==> src/rtl/ids_pkg.sv <==
// shared types and constants of the instance distribution selector
package ids_pkg;

	localparam int POLICY_W    = 2;
	localparam int COUNT_REG_W = 5;
	localparam int LETTERS_W   = 5;
	localparam int CFG_IDX_W   = 2;
	localparam int CFG_DATA_W  = 5;
	localparam int KEY_W       = 8;
	localparam int TGT_W       = 4;
	localparam int FREE_IN_W   = 16;
	localparam int CHOSEN_W    = 4;
	localparam int STATUS_W    = 2;

	// policy codes
	localparam logic [POLICY_W-1:0] POL_ROUND_ROBIN = 2'd0;
	localparam logic [POLICY_W-1:0] POL_KEY_RANGE   = 2'd1;
	localparam logic [POLICY_W-1:0] POL_LEAST_USED  = 2'd2;

	// status codes
	localparam logic [STATUS_W-1:0] STAT_OK      = 2'd0;
	localparam logic [STATUS_W-1:0] STAT_NO_INST = 2'd1;
	localparam logic [STATUS_W-1:0] STAT_NO_FREE = 2'd2;

	// register indexes
	localparam logic [CFG_IDX_W-1:0] REG_POLICY  = 2'd0;
	localparam logic [CFG_IDX_W-1:0] REG_COUNT   = 2'd1;
	localparam logic [CFG_IDX_W-1:0] REG_LETTERS = 2'd2;

	// character code just below lower-case a
	localparam logic [KEY_W-1:0] KEY_OFFSET = 8'd96;

	typedef enum logic [1:0] {
		S_IDLE,
		S_DIV,
		S_SCAN,
		S_EMIT
	} state_t;

	typedef struct packed {
		logic load_en;
		logic dec_en;
	} cell_cmd_t;

endpackage

==> src/rtl/ids_if.sv <==
// request and response channel interfaces
interface ids_req_if;
	import ids_pkg::*;

	logic                 valid;
	logic                 ready;
	logic                 req_type;
	logic [KEY_W-1:0]     key_first_byte;
	logic [TGT_W-1:0]     target_instance;
	logic [FREE_IN_W-1:0] free_entries;

	modport source (
		output valid, req_type, key_first_byte, target_instance, free_entries,
		input  ready
	);
	modport sink (
		input  valid, req_type, key_first_byte, target_instance, free_entries,
		output ready
	);
endinterface

interface ids_rsp_if;
	import ids_pkg::*;

	logic                valid;
	logic                ready;
	logic [CHOSEN_W-1:0] chosen_instance;
	logic [STATUS_W-1:0] status;

	modport source (
		output valid, chosen_instance, status,
		input  ready
	);
	modport sink (
		input  valid, chosen_instance, status,
		output ready
	);
endinterface

==> src/rtl/ids_cell.sv <==
// one instance slot: free entry count plus one stage of the scan chain
module ids_cell #(
	parameter int INDEX      = 0,
	parameter int IDX_W      = 4,
	parameter int CNT_W      = 5,
	parameter int FREE_WIDTH = 16
) (
	input  logic                    clk,
	input  logic                    arst_n,
	input  ids_pkg::cell_cmd_t      cmd,
	input  logic [IDX_W-1:0]        sel,
	input  logic [FREE_WIDTH-1:0]   load_val,
	input  logic [CNT_W-1:0]        cnt_eff,
	input  logic                    tok_in_vld,
	input  logic                    tok_in_found,
	input  logic [FREE_WIDTH-1:0]   tok_in_best,
	input  logic [IDX_W-1:0]        tok_in_pick,
	output logic                    tok_out_vld_q,
	output logic                    tok_out_found_q,
	output logic [FREE_WIDTH-1:0]   tok_out_best_q,
	output logic [IDX_W-1:0]        tok_out_pick_q
);
	import ids_pkg::*;

	logic [FREE_WIDTH-1:0] free_q;
	logic                  hit;
	logic                  part;
	logic                  take;

	assign hit  = (sel == IDX_W'(INDEX));
	assign part = (INDEX < int'(cnt_eff));
	// >= lets a later (higher) index win a tie
	assign take = tok_in_vld && part && (free_q != '0) && (free_q >= tok_in_best);

	always_ff @(posedge clk or negedge arst_n) begin
		if (!arst_n) begin
			free_q        <= '0;
			tok_out_vld_q <= 1'b0;
		end else begin
			tok_out_vld_q <= tok_in_vld;
			if (cmd.load_en && hit) begin
				free_q <= load_val;
			end else if (cmd.dec_en && hit) begin
				free_q <= free_q - FREE_WIDTH'(1);
			end
		end
	end

	always_ff @(posedge clk) begin
		tok_out_found_q <= tok_in_found | take;
		tok_out_best_q  <= take ? free_q : tok_in_best;
		tok_out_pick_q  <= take ? IDX_W'(INDEX) : tok_in_pick;
	end

endmodule

==> src/rtl/ids_div.sv <==
// restoring divider, one quotient bit per cycle
module ids_div #(
	parameter int DVD_W = 8,
	parameter int DVS_W = 5
) (
	input  logic             clk,
	input  logic             arst_n,
	input  logic             start,
	input  logic [DVD_W-1:0] dividend,
	input  logic [DVS_W-1:0] divisor,
	output logic             done_q,
	output logic [DVD_W-1:0] quo_q,
	output logic [DVS_W-1:0] rem_q
);
	import ids_pkg::*;

	localparam int STEP_W = $clog2(DVD_W + 1);

	logic [DVD_W-1:0]  dvd_q;
	logic [DVS_W-1:0]  dvs_q;
	logic [STEP_W-1:0] step_q;
	logic              run_q;
	logic [DVS_W:0]    shifted;
	logic              ge;
	logic [DVS_W:0]    diff;

	assign shifted = {rem_q, dvd_q[DVD_W-1]};
	assign ge      = (shifted >= {1'b0, dvs_q});
	assign diff    = shifted - {1'b0, dvs_q};

	always_ff @(posedge clk or negedge arst_n) begin
		if (!arst_n) begin
			run_q  <= 1'b0;
			done_q <= 1'b0;
			step_q <= '0;
		end else begin
			done_q <= 1'b0;
			if (start) begin
				run_q  <= 1'b1;
				step_q <= STEP_W'(DVD_W);
			end else if (run_q) begin
				step_q <= step_q - STEP_W'(1);
				if (step_q == STEP_W'(1)) begin
					run_q  <= 1'b0;
					done_q <= 1'b1;
				end
			end
		end
	end

	always_ff @(posedge clk) begin
		if (start) begin
			dvd_q <= dividend;
			dvs_q <= divisor;
			rem_q <= '0;
			quo_q <= '0;
		end else if (run_q) begin
			dvd_q <= dvd_q << 1;
			rem_q <= ge ? diff[DVS_W-1:0] : shifted[DVS_W-1:0];
			quo_q <= {quo_q[DVD_W-2:0], ge};
		end
	end

endmodule

==> src/rtl/instance_distribution_selector_unit.sv <==
// instance distribution selector: top level with config, sequencer and cell chain
//
// Picks the storage instance for a new key under the configured policy, one
// request at a time. A load request (req_type 1) writes the free count of one
// instance and answers through the result register into the response register;
// a distribute request with no instances configured answers the same way.
// Round robin and key range go through a shared restoring divider that makes
// one quotient bit per cycle. Least used sends a scan token down the row of
// MAX_INSTANCES cells, one cell per cycle; the winning cell gives up one entry
// as the token leaves the chain. The next request is taken as soon as the
// result has moved to the response register, even while that result still
// waits for the consumer. Configuration writes are expected only while the
// block is idle.
module instance_distribution_selector_unit #(
	parameter int MAX_INSTANCES = 16,
	parameter int FREE_WIDTH    = 16
) (
	input  logic                           clk,
	input  logic                           arst_n,
	input  logic                           cfg_we,
	input  logic [ids_pkg::CFG_IDX_W-1:0]  cfg_idx,
	input  logic [ids_pkg::CFG_DATA_W-1:0] cfg_wdata,
	ids_req_if.sink                        req,
	ids_rsp_if.source                      rsp
);
	import ids_pkg::*;

	localparam int IDX_W = (MAX_INSTANCES > 1) ? $clog2(MAX_INSTANCES) : 1;
	localparam int CNT_W = $clog2(MAX_INSTANCES + 1);
	localparam int DVS_W = (CNT_W > LETTERS_W) ? CNT_W : LETTERS_W;
	localparam int DVD_W = (CNT_W > KEY_W) ? CNT_W : KEY_W;

	// configuration registers
	logic [POLICY_W-1:0]    policy_q;
	logic [COUNT_REG_W-1:0] count_q;
	logic [LETTERS_W-1:0]   letters_q;

	always_ff @(posedge clk or negedge arst_n) begin
		if (!arst_n) begin
			policy_q  <= POL_ROUND_ROBIN;
			count_q   <= '0;
			letters_q <= LETTERS_W'(1);
		end else if (cfg_we) begin
			case (cfg_idx)
				REG_POLICY:  policy_q  <= cfg_wdata[POLICY_W-1:0];
				REG_COUNT:   count_q   <= cfg_wdata[COUNT_REG_W-1:0];
				REG_LETTERS: letters_q <= cfg_wdata[LETTERS_W-1:0];
				default: begin
				end
			endcase
		end
	end

	// effective count and letters per instance
	logic [CNT_W-1:0]     cnt_eff;
	logic [CNT_W-1:0]     cnt_m1;
	logic [LETTERS_W-1:0] per_eff;
	logic [KEY_W-1:0]     letter_m1;
	logic                 tgt_ok;

	assign cnt_eff   = (int'(count_q) > MAX_INSTANCES) ? CNT_W'(MAX_INSTANCES)
	                                                   : CNT_W'(count_q);
	assign cnt_m1    = cnt_eff - CNT_W'(1);
	assign per_eff   = (letters_q == '0) ? LETTERS_W'(1) : letters_q;
	// zero-based letter number, keys at or below the offset map to letter one
	assign letter_m1 = (req.key_first_byte > KEY_OFFSET)
	                 ? req.key_first_byte - KEY_OFFSET - KEY_W'(1) : '0;
	assign tgt_ok    = (int'(req.target_instance) < MAX_INSTANCES);

	// sequencer state
	state_t               state_q, state_d;
	logic                 op_range_q, op_range_d;
	logic [CNT_W-1:0]     ptr_q, ptr_d;
	logic                 ptr_ld;
	logic [CHOSEN_W-1:0]  res_chosen_q, res_chosen_d;
	logic [STATUS_W-1:0]  res_status_q, res_status_d;
	logic                 res_ld;
	logic                 out_ld;
	logic                 out_vld_q;
	logic [CHOSEN_W-1:0]  out_chosen_q;
	logic [STATUS_W-1:0]  out_status_q;
	logic                 in_fire;
	logic                 out_fire;

	// divider
	logic             div_start;
	logic [DVD_W-1:0] div_dvd;
	logic [DVS_W-1:0] div_dvs;
	logic             div_done;
	logic [DVD_W-1:0] div_quo;
	logic [DVS_W-1:0] div_rem;
	logic [DVD_W-1:0] range_pick;

	// cell chain
	cell_cmd_t             cmd;
	logic [IDX_W-1:0]      sel;
	logic [FREE_WIDTH-1:0] load_val;
	logic                  scan_start;
	logic                  tok_vld   [MAX_INSTANCES+1];
	logic                  tok_found [MAX_INSTANCES+1];
	logic [FREE_WIDTH-1:0] tok_best  [MAX_INSTANCES+1];
	logic [IDX_W-1:0]      tok_pick  [MAX_INSTANCES+1];

	assign req.ready = (state_q == S_IDLE);
	assign in_fire   = req.valid & req.ready;
	assign out_fire  = rsp.valid & rsp.ready;
	assign load_val  = FREE_WIDTH'(req.free_entries);

	// key range answer saturates at the last instance
	assign range_pick = (div_quo > DVD_W'(cnt_m1)) ? DVD_W'(cnt_m1) : div_quo;

	always_comb begin
		state_d      = state_q;
		op_range_d   = op_range_q;
		div_start    = 1'b0;
		div_dvd      = '0;
		div_dvs      = '0;
		scan_start   = 1'b0;
		cmd          = '0;
		sel          = '0;
		res_ld       = 1'b0;
		res_chosen_d = '0;
		res_status_d = STAT_OK;
		ptr_ld       = 1'b0;
		ptr_d        = ptr_q;
		out_ld       = 1'b0;
		case (state_q)
			S_IDLE: begin
				if (in_fire) begin
					if (req.req_type) begin
						// free count load, out-of-range targets are dropped
						cmd.load_en = tgt_ok;
						sel         = IDX_W'(req.target_instance);
						res_ld      = 1'b1;
						state_d     = S_EMIT;
					end else if (cnt_eff == '0) begin
						res_ld       = 1'b1;
						res_status_d = STAT_NO_INST;
						state_d      = S_EMIT;
					end else if (policy_q == POL_KEY_RANGE) begin
						div_start  = 1'b1;
						div_dvd    = DVD_W'(letter_m1);
						div_dvs    = DVS_W'(per_eff);
						op_range_d = 1'b1;
						state_d    = S_DIV;
					end else if (policy_q == POL_LEAST_USED) begin
						scan_start = 1'b1;
						state_d    = S_SCAN;
					end else begin
						// round robin, also taken by the unused policy code
						div_start  = 1'b1;
						div_dvd    = DVD_W'(ptr_q);
						div_dvs    = DVS_W'(cnt_eff);
						op_range_d = 1'b0;
						state_d    = S_DIV;
					end
				end
			end
			S_DIV: begin
				if (div_done) begin
					res_ld = 1'b1;
					if (op_range_q) begin
						res_chosen_d = CHOSEN_W'(range_pick);
					end else begin
						// pointer folded into range, answered, then advanced
						res_chosen_d = CHOSEN_W'(div_rem);
						ptr_ld       = 1'b1;
						ptr_d        = CNT_W'(div_rem) + CNT_W'(1);
					end
					state_d = S_EMIT;
				end
			end
			S_SCAN: begin
				if (tok_vld[MAX_INSTANCES]) begin
					res_ld = 1'b1;
					if (tok_found[MAX_INSTANCES]) begin
						cmd.dec_en   = 1'b1;
						sel          = tok_pick[MAX_INSTANCES];
						res_chosen_d = CHOSEN_W'(tok_pick[MAX_INSTANCES]);
					end else begin
						res_status_d = STAT_NO_FREE;
					end
					state_d = S_EMIT;
				end
			end
			S_EMIT: begin
				// move the result out once the response register is free
				if (!out_vld_q || rsp.ready) begin
					out_ld  = 1'b1;
					state_d = S_IDLE;
				end
			end
			default: begin
				state_d = S_IDLE;
			end
		endcase
	end

	always_ff @(posedge clk or negedge arst_n) begin
		if (!arst_n) begin
			state_q    <= S_IDLE;
			op_range_q <= 1'b0;
			ptr_q      <= '0;
			out_vld_q  <= 1'b0;
		end else begin
			state_q    <= state_d;
			op_range_q <= op_range_d;
			if (ptr_ld) begin
				ptr_q <= ptr_d;
			end
			if (out_ld) begin
				out_vld_q <= 1'b1;
			end else if (out_fire) begin
				out_vld_q <= 1'b0;
			end
		end
	end

	always_ff @(posedge clk) begin
		if (res_ld) begin
			res_chosen_q <= res_chosen_d;
			res_status_q <= res_status_d;
		end
		if (out_ld) begin
			out_chosen_q <= res_chosen_q;
			out_status_q <= res_status_q;
		end
	end

	assign rsp.valid           = out_vld_q;
	assign rsp.chosen_instance = out_chosen_q;
	assign rsp.status          = out_status_q;

	ids_div #(
		.DVD_W (DVD_W),
		.DVS_W (DVS_W)
	) u_div (
		.clk      (clk),
		.arst_n   (arst_n),
		.start    (div_start),
		.dividend (div_dvd),
		.divisor  (div_dvs),
		.done_q   (div_done),
		.quo_q    (div_quo),
		.rem_q    (div_rem)
	);

	// scan token enters at cell zero with nothing found yet
	assign tok_vld[0]   = scan_start;
	assign tok_found[0] = 1'b0;
	assign tok_best[0]  = '0;
	assign tok_pick[0]  = '0;

	for (genvar i = 0; i < MAX_INSTANCES; i++) begin : g_cell
		ids_cell #(
			.INDEX      (i),
			.IDX_W      (IDX_W),
			.CNT_W      (CNT_W),
			.FREE_WIDTH (FREE_WIDTH)
		) u_cell (
			.clk             (clk),
			.arst_n          (arst_n),
			.cmd             (cmd),
			.sel             (sel),
			.load_val        (load_val),
			.cnt_eff         (cnt_eff),
			.tok_in_vld      (tok_vld[i]),
			.tok_in_found    (tok_found[i]),
			.tok_in_best     (tok_best[i]),
			.tok_in_pick     (tok_pick[i]),
			.tok_out_vld_q   (tok_vld[i+1]),
			.tok_out_found_q (tok_found[i+1]),
			.tok_out_best_q  (tok_best[i+1]),
			.tok_out_pick_q  (tok_pick[i+1])
		);
	end

	// an accepted transaction always moves the sequencer out of idle
	a_fire_leaves_idle: assert property (@(posedge clk) disable iff (!arst_n)
		in_fire |=> state_q != S_IDLE)
		else $error("sequencer stayed idle after an accepted transaction");

	// divider finishes only while the sequencer waits for it
	a_div_done_in_div: assert property (@(posedge clk) disable iff (!arst_n)
		div_done |-> state_q == S_DIV)
		else $error("divider finished outside of the divide state");

	// scan token reaches the end of the chain only during a scan
	a_scan_end_in_scan: assert property (@(posedge clk) disable iff (!arst_n)
		tok_vld[MAX_INSTANCES] |-> state_q == S_SCAN)
		else $error("scan token left the chain outside of a scan");

	// rotation pointer never passes the instance limit
	a_ptr_range: assert property (@(posedge clk) disable iff (!arst_n)
		int'(ptr_q) <= MAX_INSTANCES)
		else $error("rotation pointer out of range");

	// a failed selection answers instance zero
	a_fail_chosen_zero: assert property (@(posedge clk) disable iff (!arst_n)
		(rsp.valid && (rsp.status == STAT_NO_FREE || rsp.status == STAT_NO_INST))
		|-> rsp.chosen_instance == '0)
		else $error("failed selection reports a nonzero instance");

endmodule
==> src/flat_wrapper.sv <==
// flat-port wrapper written by rule: the top's interface ports become plain ports
module instance_distribution_selector_unit_flat import ids_pkg::*;
#(
	parameter int MAX_INSTANCES = 16,
	parameter int FREE_WIDTH    = 16
)
  (clk, arst_n, cfg_we, cfg_idx, cfg_wdata, req_valid, req_req_type, req_key_first_byte, req_target_instance, req_free_entries, req_ready, rsp_valid, rsp_chosen_instance, rsp_status, rsp_ready);
  ids_req_if req_i ();
  ids_rsp_if rsp_i ();
  input  logic clk;
  input  logic arst_n;
  input  logic cfg_we;
  input  logic [ids_pkg::CFG_IDX_W-1:0] cfg_idx;
  input  logic [ids_pkg::CFG_DATA_W-1:0] cfg_wdata;
  input wire logic [$bits(req_i.valid)-1:0] req_valid;
  input wire logic [$bits(req_i.req_type)-1:0] req_req_type;
  input wire logic [$bits(req_i.key_first_byte)-1:0] req_key_first_byte;
  input wire logic [$bits(req_i.target_instance)-1:0] req_target_instance;
  input wire logic [$bits(req_i.free_entries)-1:0] req_free_entries;
  output wire logic [$bits(req_i.ready)-1:0] req_ready;
  output wire logic [$bits(rsp_i.valid)-1:0] rsp_valid;
  output wire logic [$bits(rsp_i.chosen_instance)-1:0] rsp_chosen_instance;
  output wire logic [$bits(rsp_i.status)-1:0] rsp_status;
  input wire logic [$bits(rsp_i.ready)-1:0] rsp_ready;
  assign req_i.valid = req_valid;
  assign req_i.req_type = req_req_type;
  assign req_i.key_first_byte = req_key_first_byte;
  assign req_i.target_instance = req_target_instance;
  assign req_i.free_entries = req_free_entries;
  assign req_ready = req_i.ready;
  assign rsp_valid = rsp_i.valid;
  assign rsp_chosen_instance = rsp_i.chosen_instance;
  assign rsp_status = rsp_i.status;
  assign rsp_i.ready = rsp_ready;
  instance_distribution_selector_unit #(.MAX_INSTANCES(MAX_INSTANCES), .FREE_WIDTH(FREE_WIDTH)) u_core (.clk(clk), .arst_n(arst_n), .cfg_we(cfg_we), .cfg_idx(cfg_idx), .cfg_wdata(cfg_wdata), .req(req_i), .rsp(rsp_i));
endmodule
==> config.mk <==
export PLATFORM = sky130hd
export DESIGN_NAME = instance_distribution_selector_unit_flat
export DESIGN_NICKNAME = d
export VERILOG_FILES = /design/src/rtl/ids_pkg.sv /design/src/rtl/ids_if.sv /design/src/rtl/ids_cell.sv /design/src/rtl/ids_div.sv /design/src/rtl/instance_distribution_selector_unit.sv /design/src/flat_wrapper.sv
export SDC_FILE = /design/constraint.sdc
export NUM_CORES = 2
export LEC_CHECK = 0
export ABC_CLOCK_PERIOD_IN_PS = 4200
export BUFFER_PORTS_ARGS = -buffer_cell sky130_fd_sc_hd__buf_2
export CORE_MARGIN = 4
export CORE_UTILIZATION = 55
export CTS_BUF_LIST = sky130_fd_sc_hd__clkbuf_4
export DETAILED_ROUTE_END_ITERATION = 8
export PLACE_DENSITY = 0.74
export SYNTH_ARGS = -nofsm -noshare
export SYNTH_HDL_FRONTEND = slang
export SYNTH_HIERARCHICAL = 1
export SYNTH_SLANG_ARGS = --single-unit
==> constraint.sdc <==
create_clock -name clk -period 4.2 [get_ports clk]
set_input_delay 0.21 -clock clk [delete_from_list [all_inputs] [get_ports clk]]
set_output_delay 0.21 -clock clk [all_outputs]
set_load 0.005 [all_outputs]
Word-level counts from Yosys, hierarchy flattened
Cells that the tools add are included.

Bits in registers: 642. Bits of input ports: 41. Output and inout bits: 8. Word-level logic and storage cells: 457.

Add/sub/neg operators: 22. Magnitude comparators: 36. Eq/ne operators: 28. Mux-type cells: 125. Bitwise logic cells: 22. Reductions and logical operators: 128.

Operators by type and width (number): 16-bit two-way mux (46); 16-bit nonzero test (16); 16-bit by 1-bit subtractor with 16-bit output (second input constant) (16); 16-bit >= comparator (15); 1-bit logical AND (80); 8-bit two-way mux (8); 4-bit by 5-bit less-than comparator with 1-bit output (first input constant) (8); 1-bit two-way mux (39); 4-bit two-way mux (9); 2-bit nonzero test (18); 4-bit equality test (second input constant) (8); 5-bit two-way mux (6); 2-bit two-way mux (12); 3-bit by 5-bit less-than comparator with 1-bit output (first input constant) (4); 4-bit by 3-bit equality test with 1-bit output (second input constant) (4); 16-bit by 1-bit >= comparator with 1-bit output (second input constant) (1); 4-bit one-hot mux with 2 select lines (2); 1-bit bitwise OR (15); 5-bit zero test (2); 1-bit by 5-bit less-than comparator with 1-bit output (first input constant) (2); 2-bit by 5-bit less-than comparator with 1-bit output (first input constant) (2); 2-bit equality test (second input constant) (4); 4-bit by 1-bit equality test with 1-bit output (second input constant) (2); 4-bit by 2-bit equality test with 1-bit output (second input constant) (2); 26 further kinds (40).

Logic depth before layout (Yosys ltp)
Depth in word-level cells: 10. Gate-level depth with buffers: 13. Gate-level depth less buffers: 11.

Cells and area by module
The synthesis kept the hierarchy.

By module, submodules not included: ids_cell (u_core.g_cell[3].u_cell) (times used 1, cells each 240, area an instance 2219.6 µm², sequential area each 845.8 µm²); instance_distribution_selector_unit (times used 1, cells each 220, area an instance 2178.3 µm², sequential area each 887.1 µm²); ids_cell (u_core.g_cell[13].u_cell) (times used 1, cells each 202, area an instance 2088.3 µm², sequential area each 845.8 µm²); ids_cell (u_core.g_cell[8].u_cell) (times used 1, cells each 204, area an instance 2058.2 µm², sequential area each 845.8 µm²); ids_cell (u_core.g_cell[5].u_cell) (times used 1, cells each 202, area an instance 2055.7 µm², sequential area each 845.8 µm²); ids_cell (u_core.g_cell[4].u_cell) (times used 1, cells each 204, area an instance 2054.5 µm², sequential area each 845.8 µm²); ids_cell (u_core.g_cell[0].u_cell) (times used 1, cells each 204, area an instance 2050.7 µm², sequential area each 845.8 µm²); ids_cell (u_core.g_cell[6].u_cell) (times used 1, cells each 202, area an instance 2049.5 µm², sequential area each 845.8 µm²); ids_cell (u_core.g_cell[10].u_cell) (times used 1, cells each 201, area an instance 2048.2 µm², sequential area each 845.8 µm²); ids_cell (u_core.g_cell[12].u_cell) (times used 1, cells each 201, area an instance 2047.0 µm², sequential area each 845.8 µm²); ids_cell (u_core.g_cell[15].u_cell) (times used 1, cells each 201, area an instance 2045.7 µm², sequential area each 845.8 µm²); ids_cell (u_core.g_cell[11].u_cell) (times used 1, cells each 200, area an instance 2043.2 µm², sequential area each 845.8 µm²); ids_cell (u_core.g_cell[7].u_cell) (times used 1, cells each 202, area an instance 2035.7 µm², sequential area each 845.8 µm²); ids_cell (u_core.g_cell[9].u_cell) (times used 1, cells each 200, area an instance 2034.5 µm², sequential area each 845.8 µm²); +4 rows.

Least setup slack after synthesis
Ideal clock, no wire load.

Kind: register to register. Start point: reg u_core.state_q[0]. End point: reg u_core.g_cell[3].u_cell.free_q[3]. Library setup time: 77 ps. Data arrival time: 4049 ps. Data required time: 4123 ps. Slack: 74 ps. Stages on the path, launching flop included: 11. Buffers on the path: 1. Period minus slack after synthesis: 4126 ps. Path through: dfrtp_1 -> inv_1 -> ha_1 -> and3_1 -> clkbuf_1 -> a22o_1 -> nor4bb_1 -> nand2_1 -> or4_1 -> xor2_1 -> a21oi_1.

RTL lines: start: declaration (line instance_distribution_selector_unit.sv:71) `state_t state_q, state_d;`; start signal: assignment (line instance_distribution_selector_unit.sv:206) `state_q <= state_d;`; end signal: assignment (line ids_cell.sv:42) `free_q <= load_val;`; end signal: assignment (line ids_cell.sv:44) `free_q <= free_q - FREE_WIDTH'(1);`; end: declaration (line ids_cell.sv:25) `logic [FREE_WIDTH-1:0] free_q;`.

Worst setup path in the final report
Start point: reg u_core.state_q[0]. End point: reg u_core.g_cell[4].u_cell.free_q[7].

Cells in the longest elaborated chain, start to end: 7. Elaborated cells on any way between the ends: 13. Classes of those cells: 2 x eq/ne; 6 x mux; 1 x bitwise; 4 x reduce/logical.

Ends and longest elaborated chain: 2-bit zero test (line instance_distribution_selector_unit.sv:104, instance_distribution_selector_unit.sv:127); 1-bit AND (line instance_distribution_selector_unit.sv:105) `assign in_fire = req.valid & req.ready;`; 4-bit two-way mux (line instance_distribution_selector_unit.sv:129) `if (in_fire) begin`; 4-bit one-hot mux with 2 select lines * (line instance_distribution_selector_unit.sv:127) `case (state_q)`; via u_core.sel[2] (line instance_distribution_selector_unit.sv:96) `logic [IDX_W-1:0] sel;`; 4-bit by 3-bit equality test with 1-bit output * (line ids_cell.sv:30) `assign hit = (sel == IDX_W'(INDEX));`; 1-bit logical AND, on equally long branches (line ids_cell.sv:41, ids_cell.sv:43); 16-bit two-way mux / 2-bit nonzero test (equally long branches); end signal: assignment (line ids_cell.sv:42); end signal: assignment (line ids_cell.sv:44); end: declaration (line ids_cell.sv:25).

Mark *: on every way through the listed nets, which the timed path passes. The rest lies on a longest branch. A chain may end at the register's enable or synchronous reset.

==> flow_summary.ini <==
[floorplanning]
start_util_pct = 55.6
row_count = 93
die_area_mm2 = 0.0695
coreArea_mm2 = 0.0646
die_h_um = 264
io_pins = 49
die_w_um = 264

[route]
highest_layer = met5
drt-met1-wl_mm = 41.1
firstDrtPassIters = 6
via_per_inst = 5.53
dr_wl_met3_mm = 4.72
wl_met2_mm = 41.9
avgRoutedWirePerCell_um = 18.6
drc_errors = 0
drt.antenna.violating_nets = 0
drtIter0Drc = 2061
vias = 26785
routed_wl_mm = 90.2

[worst_setup_path]
path_delay_family = simple AND/OR/NAND/NOR gates
worst-path-buf-inv = 1
cp-end-kind = register
crit_type = reg2reg
slowest_delay_ns = 0.77
cp_data_required_time_ns = 5.06
cp-start-kind = register
cp_cell_sequence = inv_1, ha_1, and3_1, a22o_1, nor4b_2, nand4_1, nor4_1, xnor2_1, a21oi_1
crit_fanout = 16
r2r_slack_ns = 0.28
crit_slowest_cell = nor4b_2
arrival_ns = 4.78

[power_and_ir_drop]
ir_drop_v = 0.000299
share_comb_of_total_power_pct = 19.7
p_total_mw = 17.3
p_sw_mw = 5.35
power_density_mw_per_mm2 = 431
sw_frac_of_total_pct = 30.9
p_int_mw = 12.0
seq_power_share_pct = 45.6
leakagePower_nw = 19.6
clkPwrFrac_pct = 34.8

[sta]
holdWs_ns = 0.146
rsz0062_at_grt = no
finalSetupTns_ns = 0
finClkSkew_ns = 0.0619
fmax_mhz = 255
relSlewSlack_pct = 33.7
min_period_ns = 3.92
finalHoldViolations = 0
report.final.slew_viol_count = 0
tightestPinTransition_ns = 0.991
fin_crit_sh_pct = 93.3
report.final.setup_viol = 0

[global_route]
grt_max_degree = 100
antenna_found_initial = 5
gr-total-overflow = 0
grt_pass1_wl_mm = 142
grt_pass1_vias = 26151
track_usage_pct = 25.5

[synthesis]
synth_area_mm2 = 0.0359
synth_cells = 3582
syn_area_per_cell_um2 = 10.0
ys.warnings.count = 6

[min_path]
hp-class = in2reg

[clock_network]
clkTransAtPathRegs_ns = 0.07
root_buffer = clkbuf_4
cts_buffers = 172
clkLatencyLatePin_ns = 1.05
cts_setup_buffers = 0
cts_max_level = 4
cts_tree = done
clock-sinks = 657
cts_buffer_depth = 3

[placement]
dpl_cell_area_mm2 = 0.0372
place_hpwl_mm = 60.7
io_buffers = 48
gp_congestion = 0.890

[layout]
finalNetCount = 4186
layout_common_cells = nor2_1 (355), dfxtp_1 (333), a21oi_1 (327), ha_1 (308), inv_1 (307)
final_common_cell = nor2_1
drive_above_1_share_pct = 18.3
area_delta_synth_final_pct = 12.0
final_area_mm2 = 0.0402

[job]
max_cap_viol_count = 0

[outcome]
status = finished clean
[per-stage QoR]
| step | std cells | util, % | setup WS, ns |
|---|---|---|---|
| 6_report | 4846 | 62.3 | 0.281 |
| 5_1_grt | 4844 | 62.3 | 0.0305 |
| 4_1_cts | 4839 | 62.3 | 0.307 |
| 3_5_place_dp | 4458 | 57.6 | 0.328 |
| 3_3_place_gp | 4458 | 57.6 | 0.568 |
| 2_1_floorplan | 3617 | - | 0.0736 |
[tightest hold or removal path, stage by stage]
cell	delay [ns]
buf_2	0.08
a22o_1	0.49
nor4b_2	0.19
nand3_1	0.09
nand2_1	0.05
[power by group through the flow]
stage          clock (mW)  combinational (mW)  sequential, mW
6_report             6.02                3.41            7.89
5_1_grt              6.55                3.81            7.98
4_1_cts              6.19                3.38            7.88
3_5_place_dp            0                3.30            7.99
3_3_place_gp            0                3.20            7.98
2_1_floorplan           0                2.52            7.68
[per-layer routing]
layer / global-route usage (%) / vias to the layer above
met5: 0 / -
met4: 10.0 / 2
met3: 4.67 / 157
met2: 40.8 / 664
met1: 34.7 / 12878
li1: - / 13084
[path summary, 6_finish.rpt]
check / from / depth (start not counted) / endpoint
min in group asynchronous: arst_n / 4 / u_core/ptr_q[2]
setup reg to reg: u_core/state_q[0] / 9 / u_core/g_cell[4].u_cell/free_q[7]
hold reg to reg: u_core/g_cell[5].u_cell/tok_out_vld_q / 0 / u_core/g_cell[6].u_cell/tok_out_vld_q
hold / removal: req_target_instance[1] / 5 / u_core/g_cell[8].u_cell/free_q[1]
setup / recovery: u_core/state_q[0] / 9 / u_core/g_cell[4].u_cell/free_q[7]
max in group asynchronous: arst_n / 4 / u_core/g_cell[5].u_cell/free_q[8]
[area by class of cell]
| cell class | count | area [um^2] |
|---|---|---|
| flip-flops and latches | 657 | 14900 |
| clock buffers | 281 | 2110 |
| fillers | 5308 | 24300 |
| clock inverters | 41 | 323 |
| diodes | 7 | 17.5 |
| well taps | 855 | 1070 |
| multi-input cells | 2538 | 19400 |
| inverters | 309 | 1160 |
| repair buffers | 158 | 1290 |
[sequential cells by signal, indices dropped and copies added, names as in the netlist, 8 cells and up]
name and flops:
u_core/g_cell.u_cell/free_q 256, u_core/g_cell.u_cell/tok_out_best_q 240, u_core/g_cell.u_cell/tok_out_found_q 16, u_core/g_cell.u_cell/tok_out_pick_q 64
u_core/g_cell.u_cell/tok_out_vld_q 16, u_core/u_div/dvd_q 8, u_core/u_div/quo_q 8
[what timing repair did]
item | 4_1_cts | 5_1_grt
setup endpoints to repair | 0 | 16
resized for setup | 0 | 1
hold buffers | 59 | 0
hold endpoints to repair | 598 | 0
No activity file was read; power rests on OpenSTA's default activity.
